===== config.mk =====
export PLATFORM = sky130hd
export DESIGN_NAME = disjoint_interval_tracker_flat
export DESIGN_NICKNAME = d
export VERILOG_FILES = /design/src/hdl/dit_pkg.sv /design/src/hdl/dit_if.sv /design/src/hdl/disjoint_interval_tracker.sv /design/src/flat_wrapper.sv
export SDC_FILE = /design/constraint.sdc
export NUM_CORES = 2
export LEC_CHECK = 0
export BUFFER_PORTS_ARGS = -buffer_cell sky130_fd_sc_hd__clkbuf_2
export CAP_MARGIN = 0
export CORE_MARGIN = 10
export CORE_UTILIZATION = 63
export CTS_CLUSTER_SIZE = 14
export DETAILED_ROUTE_END_ITERATION = 12
export PLACE_DENSITY = 0.81
export SETUP_SLACK_MARGIN = 0.05
export SLEW_MARGIN = 20
export SYNTH_ARGS = -nofsm -noshare
export SYNTH_HDL_FRONTEND = slang
export SYNTH_SLANG_ARGS = --single-unit

===== constraint.sdc =====
create_clock -name clk_i -period 6.25 [get_ports clk_i]
set_clock_uncertainty 0.15 [all_clocks]
set_input_delay 0 -clock clk_i [delete_from_list [all_inputs] [get_ports clk_i]]
set_output_delay 0 -clock clk_i [all_outputs]
set_load 0.01 [all_outputs]

===== src/hdl/dit_pkg.sv =====
// Package for disjoint_interval_tracker: status codes, mode codes, FSM states.
// No dependencies.
`default_nettype none
package dit_pkg;
  localparam logic [2:0] StAdded   = 3'd0;
  localparam logic [2:0] StCovered = 3'd1;
  localparam logic [2:0] StFull    = 3'd2;
  localparam logic [2:0] StEntry   = 3'd3;
  localparam logic [2:0] StEmpty   = 3'd4;
  localparam logic ModeAdd  = 1'b0;
  localparam logic ModeList = 1'b1;

  typedef enum logic [2:0] {
    S_IDLE, S_SCAN, S_DECIDE, S_SHIFT, S_WRITE, S_LIST, S_OUT
  } state_e;
endpackage
`default_nettype wire


===== src/hdl/dit_if.sv =====
// Valid/ready channel interfaces for disjoint_interval_tracker.
// Depends on nothing; widths set by VALUE_BITS.
`default_nettype none
interface dit_in_if #(parameter int unsigned VALUE_BITS = 16);
  logic                  valid;
  logic                  ready;
  logic                  mode;
  logic [VALUE_BITS-1:0] new_value;
  modport source (output valid, mode, new_value, input ready);
  modport sink   (input valid, mode, new_value, output ready);
endinterface

interface dit_out_if #(parameter int unsigned VALUE_BITS = 16);
  logic                  valid;
  logic                  ready;
  logic [VALUE_BITS-1:0] interval_start;
  logic [VALUE_BITS-1:0] interval_end;
  logic [2:0]            status;
  logic                  last;
  modport source (output valid, interval_start, interval_end, status, last, input ready);
  modport sink   (input valid, interval_start, interval_end, status, last, output ready);
endinterface
`default_nettype wire


===== src/hdl/disjoint_interval_tracker.sv =====
// Top level of disjoint_interval_tracker: sorted interval table in one memory.
// Depends on dit_pkg and dit_if.
//
//  channel | dir | payload
//  in_i    | in  | mode, new_value
//  out_o   | out | interval_start, interval_end, status, last
//
// Add: a scan (one read per entry), a decide step, then a read and a write to
// extend an entry (also ahead of a merge), or a read and a write per moved entry plus a
// final step for an insert or a merge, then the result is loaded once the output is free.
// List: per entry a read, then an emit, which waits out any output stall.
// Reset clears the state, the count and the output and read-valid flags; the memory needs no clearing.
// in_i.ready is high only in idle with the output register empty; out_o holds its item
// until taken.
`default_nettype none
module disjoint_interval_tracker #(
  parameter int unsigned MAX_INTERVALS = 32,
  parameter int unsigned VALUE_BITS    = 16
) (
  input  wire logic clk_i,
  input  wire logic rst_ni,
  dit_in_if.sink    in_i,
  dit_out_if.source out_o
);
  localparam int unsigned IW = (MAX_INTERVALS > 1) ? $clog2(MAX_INTERVALS) : 1;
  localparam int unsigned CW = $clog2(MAX_INTERVALS + 1);
  localparam logic [VALUE_BITS-1:0] VMax = '1;

  typedef struct packed {
    logic [VALUE_BITS-1:0] s;
    logic [VALUE_BITS-1:0] e;
  } span_t;

  span_t mem [MAX_INTERVALS];
  span_t rd_q;
  logic          we;
  logic [IW-1:0] wa, ra;
  span_t         wd;
  logic          re;

  always_ff @(posedge clk_i) begin
    if (we) mem[wa] <= wd;
    if (re) rd_q <= mem[ra];
  end

  dit_pkg::state_e st_q, st_d;
  logic [CW-1:0] cnt_q, cnt_d, idx_q, idx_d;
  logic [VALUE_BITS-1:0] v_q, v_d;
  logic          cov_q, cov_d, lo_f_q, lo_f_d, hi_f_q, hi_f_d;
  logic [IW-1:0] lo_q, lo_d, hi_q, hi_d;
  logic [CW-1:0] pos_q, pos_d;
  logic          pos_f_q, pos_f_d;
  logic [VALUE_BITS-1:0] hie_q, hie_d;
  logic          rdv_q;
  // shift: tgt is destination index; dir 1 = up (insert), 0 = down (remove)
  logic [CW-1:0] tgt_q, tgt_d;
  logic          dir_q, dir_d;
  logic          ph_q, ph_d;
  logic          ov_q, ov_d;
  logic [VALUE_BITS-1:0] os_q, os_d, oe_q, oe_d;
  logic [2:0]    ost_q, ost_d;
  logic          ol_q, ol_d;

  always_ff @(posedge clk_i or negedge rst_ni) begin
    if (!rst_ni) begin
      st_q  <= dit_pkg::S_IDLE;
      cnt_q <= '0;
      ov_q  <= 1'b0;
      rdv_q <= 1'b0;
    end else begin
      st_q  <= st_d;
      cnt_q <= cnt_d;
      ov_q  <= ov_d;
      rdv_q <= re;
    end
  end

  always_ff @(posedge clk_i) begin
    idx_q <= idx_d; v_q <= v_d; cov_q <= cov_d; lo_f_q <= lo_f_d; hi_f_q <= hi_f_d;
    lo_q <= lo_d; hi_q <= hi_d; pos_q <= pos_d; pos_f_q <= pos_f_d; hie_q <= hie_d;
    tgt_q <= tgt_d; dir_q <= dir_d; ph_q <= ph_d;
    os_q <= os_d; oe_q <= oe_d; ost_q <= ost_d; ol_q <= ol_d;
  end

  logic out_free;
  assign out_free = !ov_q || out_o.ready;

  always_comb begin
    st_d = st_q; cnt_d = cnt_q; idx_d = idx_q; v_d = v_q; cov_d = cov_q;
    lo_f_d = lo_f_q; hi_f_d = hi_f_q; lo_d = lo_q; hi_d = hi_q; pos_d = pos_q;
    pos_f_d = pos_f_q; hie_d = hie_q; tgt_d = tgt_q; dir_d = dir_q; ph_d = ph_q;
    os_d = os_q; oe_d = oe_q; ost_d = ost_q; ol_d = ol_q;
    ov_d = ov_q && !out_o.ready;
    we = 1'b0; wa = '0; wd = '0; re = 1'b0; ra = '0;
    in_i.ready = 1'b0;
    unique case (st_q)
      dit_pkg::S_IDLE: begin
        in_i.ready = !ov_q;
        if (in_i.valid && !ov_q) begin
          idx_d = '0; v_d = in_i.new_value;
          cov_d = 1'b0; lo_f_d = 1'b0; hi_f_d = 1'b0; pos_f_d = 1'b0;
          pos_d = cnt_q;
          if (in_i.mode == dit_pkg::ModeAdd) st_d = dit_pkg::S_SCAN;
          else if (cnt_q == '0) begin
            os_d = '0; oe_d = '0; ost_d = dit_pkg::StEmpty; ol_d = 1'b1; ov_d = 1'b1;
          end else st_d = dit_pkg::S_LIST;
        end
      end
      dit_pkg::S_SCAN: begin
        if (idx_q < cnt_q) begin
          re = 1'b1; ra = idx_q[IW-1:0];
        end
        if (rdv_q) begin
          if (rd_q.s <= v_q && v_q <= rd_q.e) cov_d = 1'b1;
          if (v_q != '0 && rd_q.e == v_q - 1'b1) begin
            lo_f_d = 1'b1; lo_d = IW'(idx_q - 1'b1);
          end
          if (v_q != VMax && rd_q.s == v_q + 1'b1) begin
            hi_f_d = 1'b1; hi_d = IW'(idx_q - 1'b1); hie_d = rd_q.e;
          end
          if (!pos_f_q && !(rd_q.s < v_q)) begin
            pos_f_d = 1'b1; pos_d = idx_q - 1'b1;
          end
        end
        idx_d = idx_q + 1'b1;
        if (idx_q == cnt_q) st_d = dit_pkg::S_DECIDE;
      end
      dit_pkg::S_DECIDE: begin
        ost_d = dit_pkg::StAdded;
        st_d = dit_pkg::S_OUT;
        if (cov_q) ost_d = dit_pkg::StCovered;
        else if (lo_f_q && hi_f_q) begin
          // merged into lo (hi = lo+1); then shift down from hi
          st_d = dit_pkg::S_WRITE; ph_d = 1'b0;
        end else if (hi_f_q) begin
          st_d = dit_pkg::S_WRITE; ph_d = 1'b0;
        end else if (lo_f_q) begin
          st_d = dit_pkg::S_WRITE; ph_d = 1'b0;
        end else if (cnt_q >= CW'(MAX_INTERVALS)) ost_d = dit_pkg::StFull;
        else begin
          dir_d = 1'b1; tgt_d = cnt_q; ph_d = 1'b0; st_d = dit_pkg::S_SHIFT;
        end
      end
      dit_pkg::S_WRITE: begin
        // read-modify-write of one entry
        if (!ph_q) begin
          re = 1'b1; ra = hi_f_q ? (lo_f_q ? lo_q : hi_q) : lo_q; ph_d = 1'b1;
        end else begin
          we = 1'b1; wd = rd_q;
          if (lo_f_q && hi_f_q) begin
            wa = lo_q; wd.e = hie_q;
            dir_d = 1'b0; tgt_d = CW'(hi_q); ph_d = 1'b0;
            st_d = dit_pkg::S_SHIFT;
          end else if (hi_f_q) begin
            wa = hi_q; wd.s = v_q; st_d = dit_pkg::S_OUT;
          end else begin
            wa = lo_q; wd.e = v_q; st_d = dit_pkg::S_OUT;
          end
        end
      end
      dit_pkg::S_SHIFT: begin
        if (dir_q) begin
          if (tgt_q == pos_q) begin
            we = 1'b1; wa = tgt_q[IW-1:0]; wd.s = v_q; wd.e = v_q;
            cnt_d = cnt_q + 1'b1; st_d = dit_pkg::S_OUT;
          end else if (!ph_q) begin
            re = 1'b1; ra = IW'(tgt_q - 1'b1); ph_d = 1'b1;
          end else begin
            we = 1'b1; wa = tgt_q[IW-1:0]; wd = rd_q;
            tgt_d = tgt_q - 1'b1; ph_d = 1'b0;
          end
        end else begin
          if (tgt_q + 1'b1 >= cnt_q) begin
            cnt_d = cnt_q - 1'b1; st_d = dit_pkg::S_OUT;
          end else if (!ph_q) begin
            re = 1'b1; ra = IW'(tgt_q + 1'b1); ph_d = 1'b1;
          end else begin
            we = 1'b1; wa = tgt_q[IW-1:0]; wd = rd_q;
            tgt_d = tgt_q + 1'b1; ph_d = 1'b0;
          end
        end
      end
      dit_pkg::S_OUT: begin
        if (out_free) begin
          os_d = '0; oe_d = '0; ol_d = 1'b1; ov_d = 1'b1; st_d = dit_pkg::S_IDLE;
        end
      end
      dit_pkg::S_LIST: begin
        // ph_q: read issued for idx_q
        if (!ph_q) begin
          re = 1'b1; ra = idx_q[IW-1:0]; ph_d = 1'b1;
        end else if (out_free) begin
          os_d = rd_q.s; oe_d = rd_q.e; ost_d = dit_pkg::StEntry;
          ol_d = (idx_q + 1'b1 == cnt_q); ov_d = 1'b1; ph_d = 1'b0;
          idx_d = idx_q + 1'b1;
          if (idx_q + 1'b1 == cnt_q) st_d = dit_pkg::S_IDLE;
        end
      end
      default: st_d = dit_pkg::S_IDLE;
    endcase
    if (st_q == dit_pkg::S_IDLE && in_i.valid && !ov_q) ph_d = 1'b0;
  end

  assign out_o.valid          = ov_q;
  assign out_o.interval_start = os_q;
  assign out_o.interval_end   = oe_q;
  assign out_o.status         = ost_q;
  assign out_o.last           = ol_q;

  a_cnt_range: assert property (@(posedge clk_i) disable iff (!rst_ni)
    cnt_q <= CW'(MAX_INTERVALS)) else $error("count overflow");
  a_ready_idle: assert property (@(posedge clk_i) disable iff (!rst_ni)
    in_i.ready |-> st_q == dit_pkg::S_IDLE) else $error("ready outside idle");
  a_cnt_step: assert property (@(posedge clk_i) disable iff (!rst_ni)
    cnt_q != $past(cnt_q) |-> $past(st_q) == dit_pkg::S_SHIFT) else $error("count jump");
endmodule
`default_nettype wire

===== src/flat_wrapper.sv =====
// flat-port wrapper written by rule: the top's interface ports become plain ports
module disjoint_interval_tracker_flat 
#(
  parameter int unsigned MAX_INTERVALS = 32,
  parameter int unsigned VALUE_BITS    = 16
)
  (clk_i, rst_ni, in_i_valid, in_i_mode, in_i_new_value, in_i_ready, out_o_valid, out_o_interval_start, out_o_interval_end, out_o_status, out_o_last, out_o_ready);
  dit_in_if #(.VALUE_BITS(VALUE_BITS)) in_i_i ();
  dit_out_if #(.VALUE_BITS(VALUE_BITS)) out_o_i ();
  input  wire logic clk_i;
  input  wire logic rst_ni;
  input wire logic [$bits(in_i_i.valid)-1:0] in_i_valid;
  input wire logic [$bits(in_i_i.mode)-1:0] in_i_mode;
  input wire logic [$bits(in_i_i.new_value)-1:0] in_i_new_value;
  output wire logic [$bits(in_i_i.ready)-1:0] in_i_ready;
  output wire logic [$bits(out_o_i.valid)-1:0] out_o_valid;
  output wire logic [$bits(out_o_i.interval_start)-1:0] out_o_interval_start;
  output wire logic [$bits(out_o_i.interval_end)-1:0] out_o_interval_end;
  output wire logic [$bits(out_o_i.status)-1:0] out_o_status;
  output wire logic [$bits(out_o_i.last)-1:0] out_o_last;
  input wire logic [$bits(out_o_i.ready)-1:0] out_o_ready;
  assign in_i_i.valid = in_i_valid;
  assign in_i_i.mode = in_i_mode;
  assign in_i_i.new_value = in_i_new_value;
  assign in_i_ready = in_i_i.ready;
  assign out_o_valid = out_o_i.valid;
  assign out_o_interval_start = out_o_i.interval_start;
  assign out_o_interval_end = out_o_i.interval_end;
  assign out_o_status = out_o_i.status;
  assign out_o_last = out_o_i.last;
  assign out_o_i.ready = out_o_ready;
  disjoint_interval_tracker #(.MAX_INTERVALS(MAX_INTERVALS), .VALUE_BITS(VALUE_BITS)) u_core (.clk_i(clk_i), .rst_ni(rst_ni), .in_i(in_i_i), .out_o(out_o_i));
endmodule

==> impl_metrics.yaml <==
timing:
  fmax_ghz: 0.187
  finalHoldViolCount: 0
  setup_viol: 0
  finalCriticalPeriod_ps: 5340
  grt_setup_unrepaired: "no"
  period_share: 0.854
  worst_slew_pin_slew_ps: 1120
  slew_viol_final: 0
  relSlewSlack: 0.249
  setup-tns-final_ps: 0
clocking:
  cts_buffers: 109
  cts_root_buf: "clkbuf_16"
  cts_tree: "built"
  cts_htree_levels: 3
  clock_sinks: 1169
  ctsResizeCount: 0
  insertion_delay_ps: 710
  clock_path_buffers: 3
  clk_pin_slew_ps: 60
  cts_post_setup_buffers_inserted: 0
global_routing:
  grt_remaining_overflow: 0
  grtUsageMet3: 0.0764
  gr-usage-all-layers: 0.292
  grt_pass1_vias: 30625
  grt_max_degree: 93
  top_usage_layer: "met2"
  met2_usage: 0.453
  antenna_found_initial: 2
  grt_pass1_wl_um: 196000
  grtUsageMet1: 0.387
logic_synthesis:
  syn_nets: 3446
  async_flop_share: 0.00941
  synth_cell_types: 71
  synth-edff-count: 1157
  yosys_register_bits: 1169
  ys_warn_count: 0
  syn_inst: 3370
  syn_area_per_cell_sq_um: 14.6
  synth-main-ff-cell: "edfxtp_1"
  synth_area_sq_mm: 0.0491
  ys_seq_area_frac: 0.714
worst_setup_path:
  crit_required_ps: 6490
  worst_setup_path_end_kind: "register"
  crit_path_start_kind: "register"
  critical_path_class: "reg2reg"
  crit_start: "u_core.tgt_q[2]"
  crit_fanout: 36
  reg2reg_from: "u_core.tgt_q[2]"
  cp.arrival_ps: 5580
detailed_routing:
  vias_per_cell: 6.84
  vias: 31363
  drtIter0Drc: 4218
  drtAntennaViolNets: 0
  first_pass_iters: 6
  wirelength_um: 134000
  routedWlPerCell_um: 29.2
  drc: 0
final_layout:
  layout.nets: 3539
  final_cell_mix: "edfxtp_1 (1157), nand2_1 (446), mux2i_1 (381), a31oi_1 (132), nand3_1 (113)"
  final_common_cell: "edfxtp_1"
  drive_above_1_share: 0.115
  final_area_sq_mm: 0.0552
  area_growth_syn_to_layout_pct: 12.4
  post-route-util: 0.713
  fillers: 4670
floorplanning:
  die_x_um: 299
  die_h_um: 299
  start_util: 0.635
  row_count: 102
  pin_count: 59
  dieArea_sq_mm: 0.0895
  coreArea_sq_mm: 0.0773
placed_design:
  portBuffers: 58
  dp_hpwl_um: 79600
  dpl_cell_area_sq_mm: 0.0513
  gp_congestion: 0.917
hold_path:
  hp-class: "in2reg"
  holdCritStartpoint: "in_i_mode"
pwr:
  leakage_uw: 0.0192
  power.density_mw_per_mm2: 466
  total_power_uw: 25700
  peakVddDrop_uv: 425
status:
  status: "finished clean"
job:
  maxCapViolCount: 0
-- logic make-up after synthesis --
family / after synthesis / share of synthesized area
adders and majority gates: 55 / 0.0142
AOI/OAI and AO/OA: 607 / 0.0855
DFF: 1169 / 0.714
xor gates and xnor gates: 75 / 0.0134
buffers and inverters: 279 / 0.0239
muxes: 384 / 0.0784
and+or+nand+nor: 801 / 0.0707
-- Yosys cell counts (all sizes together) (5+ instances only) --
library cell     n  area share
nor4            10      0.0016
xnor2           45      0.0080
nand3          115       0.012
nor2           118      0.0090
a2111oi          5      0.0013
a31oi          132       0.017
and3             6     0.00076
a32oi           32      0.0057
nor2b            9      0.0011
buf             88      0.0093
mux2i          381       0.078
and2            22      0.0028
or3              5     0.00064
o31ai           31      0.0047
clkbuf         138       0.011
o22ai           96       0.012
dfrtp           11      0.0056
xor2            30      0.0054
o21ai           52      0.0053
nand2          448       0.034
nor3            21      0.0022
or2              5     0.00064
ha              54       0.014
o221ai          32      0.0057
nand2b          11      0.0014
a22oi           73       0.011
edfxtp        1157        0.71
nand4           20      0.0025
inv             52      0.0040
and4             5     0.00089
o21a             9      0.0014
a21oi           47      0.0048
o211ai          20      0.0031
a21o            10      0.0015
a211oi          35      0.0054
-- critical path: stages, from the launching register on --
cell       delay [ps]
edfxtp_1          640
nand3_1           230
nor2_1            180
xor2_1            210
ha_1              320
a21oi_1           400
o211ai_1          180
a21o_2            230
buf_4             310
a2bb2oi_1         210
o22ai_1           290
nand2b_1          530
nor2_4            790
buf_4             330
-- per-stage QoR --
stage / worst slack, ps / hold slack, ps / instances
2_1_floorplan: 1340 / -446 / 3370
3_3_place_gp: 1020 / -234 / 4354
3_5_place_dp: 932 / -228 / 4354
4_1_cts: 908 / 165 / 4581
5_1_grt: 539 / 240 / 4581
6_report: 910 / 184 / 4582
-- what timing repair did --
item                       4_1_cts  5_1_grt
hold endpoints to repair        51        0
hold buffers                    38        0
setup endpoints to repair        0        0
-- report_power, final --
group	leakage (uW)	switching [uW]	internal, uW	total [uW]
Sequential	0.0105	696	9810	10500
Combinational	0.00700	5880	2870	8750
Clock	0.00165	2850	3580	6430
Total	0.0192	9430	16300	25700
-- sequential cells by signal (all words and copies together) (netlist names), 16 cells and up --
name / cells
u_core.out_o.interval_start: 16
u_core.hie_q: 16
u_core.out_o.interval_end: 16
u_core.v_q: 16
u_core.rd_q: 32
u_core.mem: 1024
-- layer usage --
metal  vias up  wire length [um]
li1      13194                 -
met1     15481             48400
met2      2315             61800
met3       373             17800
met4         0              5660
met5         -                 0
-- area by class of cell --
cell class / instances / area, sq um / share of cell area
diodes: 1 / 2.50 / 0.0000454
clock buffers: 134 / 2820 / 0.0511
clock inverters: 55 / 604 / 0.0110
inverters: 53 / 199 / 0.00361
multi-input cells: 1922 / 13500 / 0.244
flip-flops and latches: 1169 / 35000 / 0.635
well taps: 1040 / 1300 / 0.0236
repair buffers: 208 / 1740 / 0.0315
-- final timing paths --
| path | slack [ps] | to | cells past startpoint |
|---|---|---|---|
| max in group asynchronous | 5270 | u_core.rdv_q | 3 |
| setup reg to reg | 910 | u_core.mem[25][12] | 13 |
| setup / recovery | 910 | u_core.mem[25][12] | 13 |
| hold / removal | 180 | u_core.st_q[2] | 6 |
| min in group asynchronous | 260 | u_core.out_o.valid | 3 |
| hold reg to reg | 450 | u_core.hie_q[9] | 0 |
(Power assumes the default switching activity.)
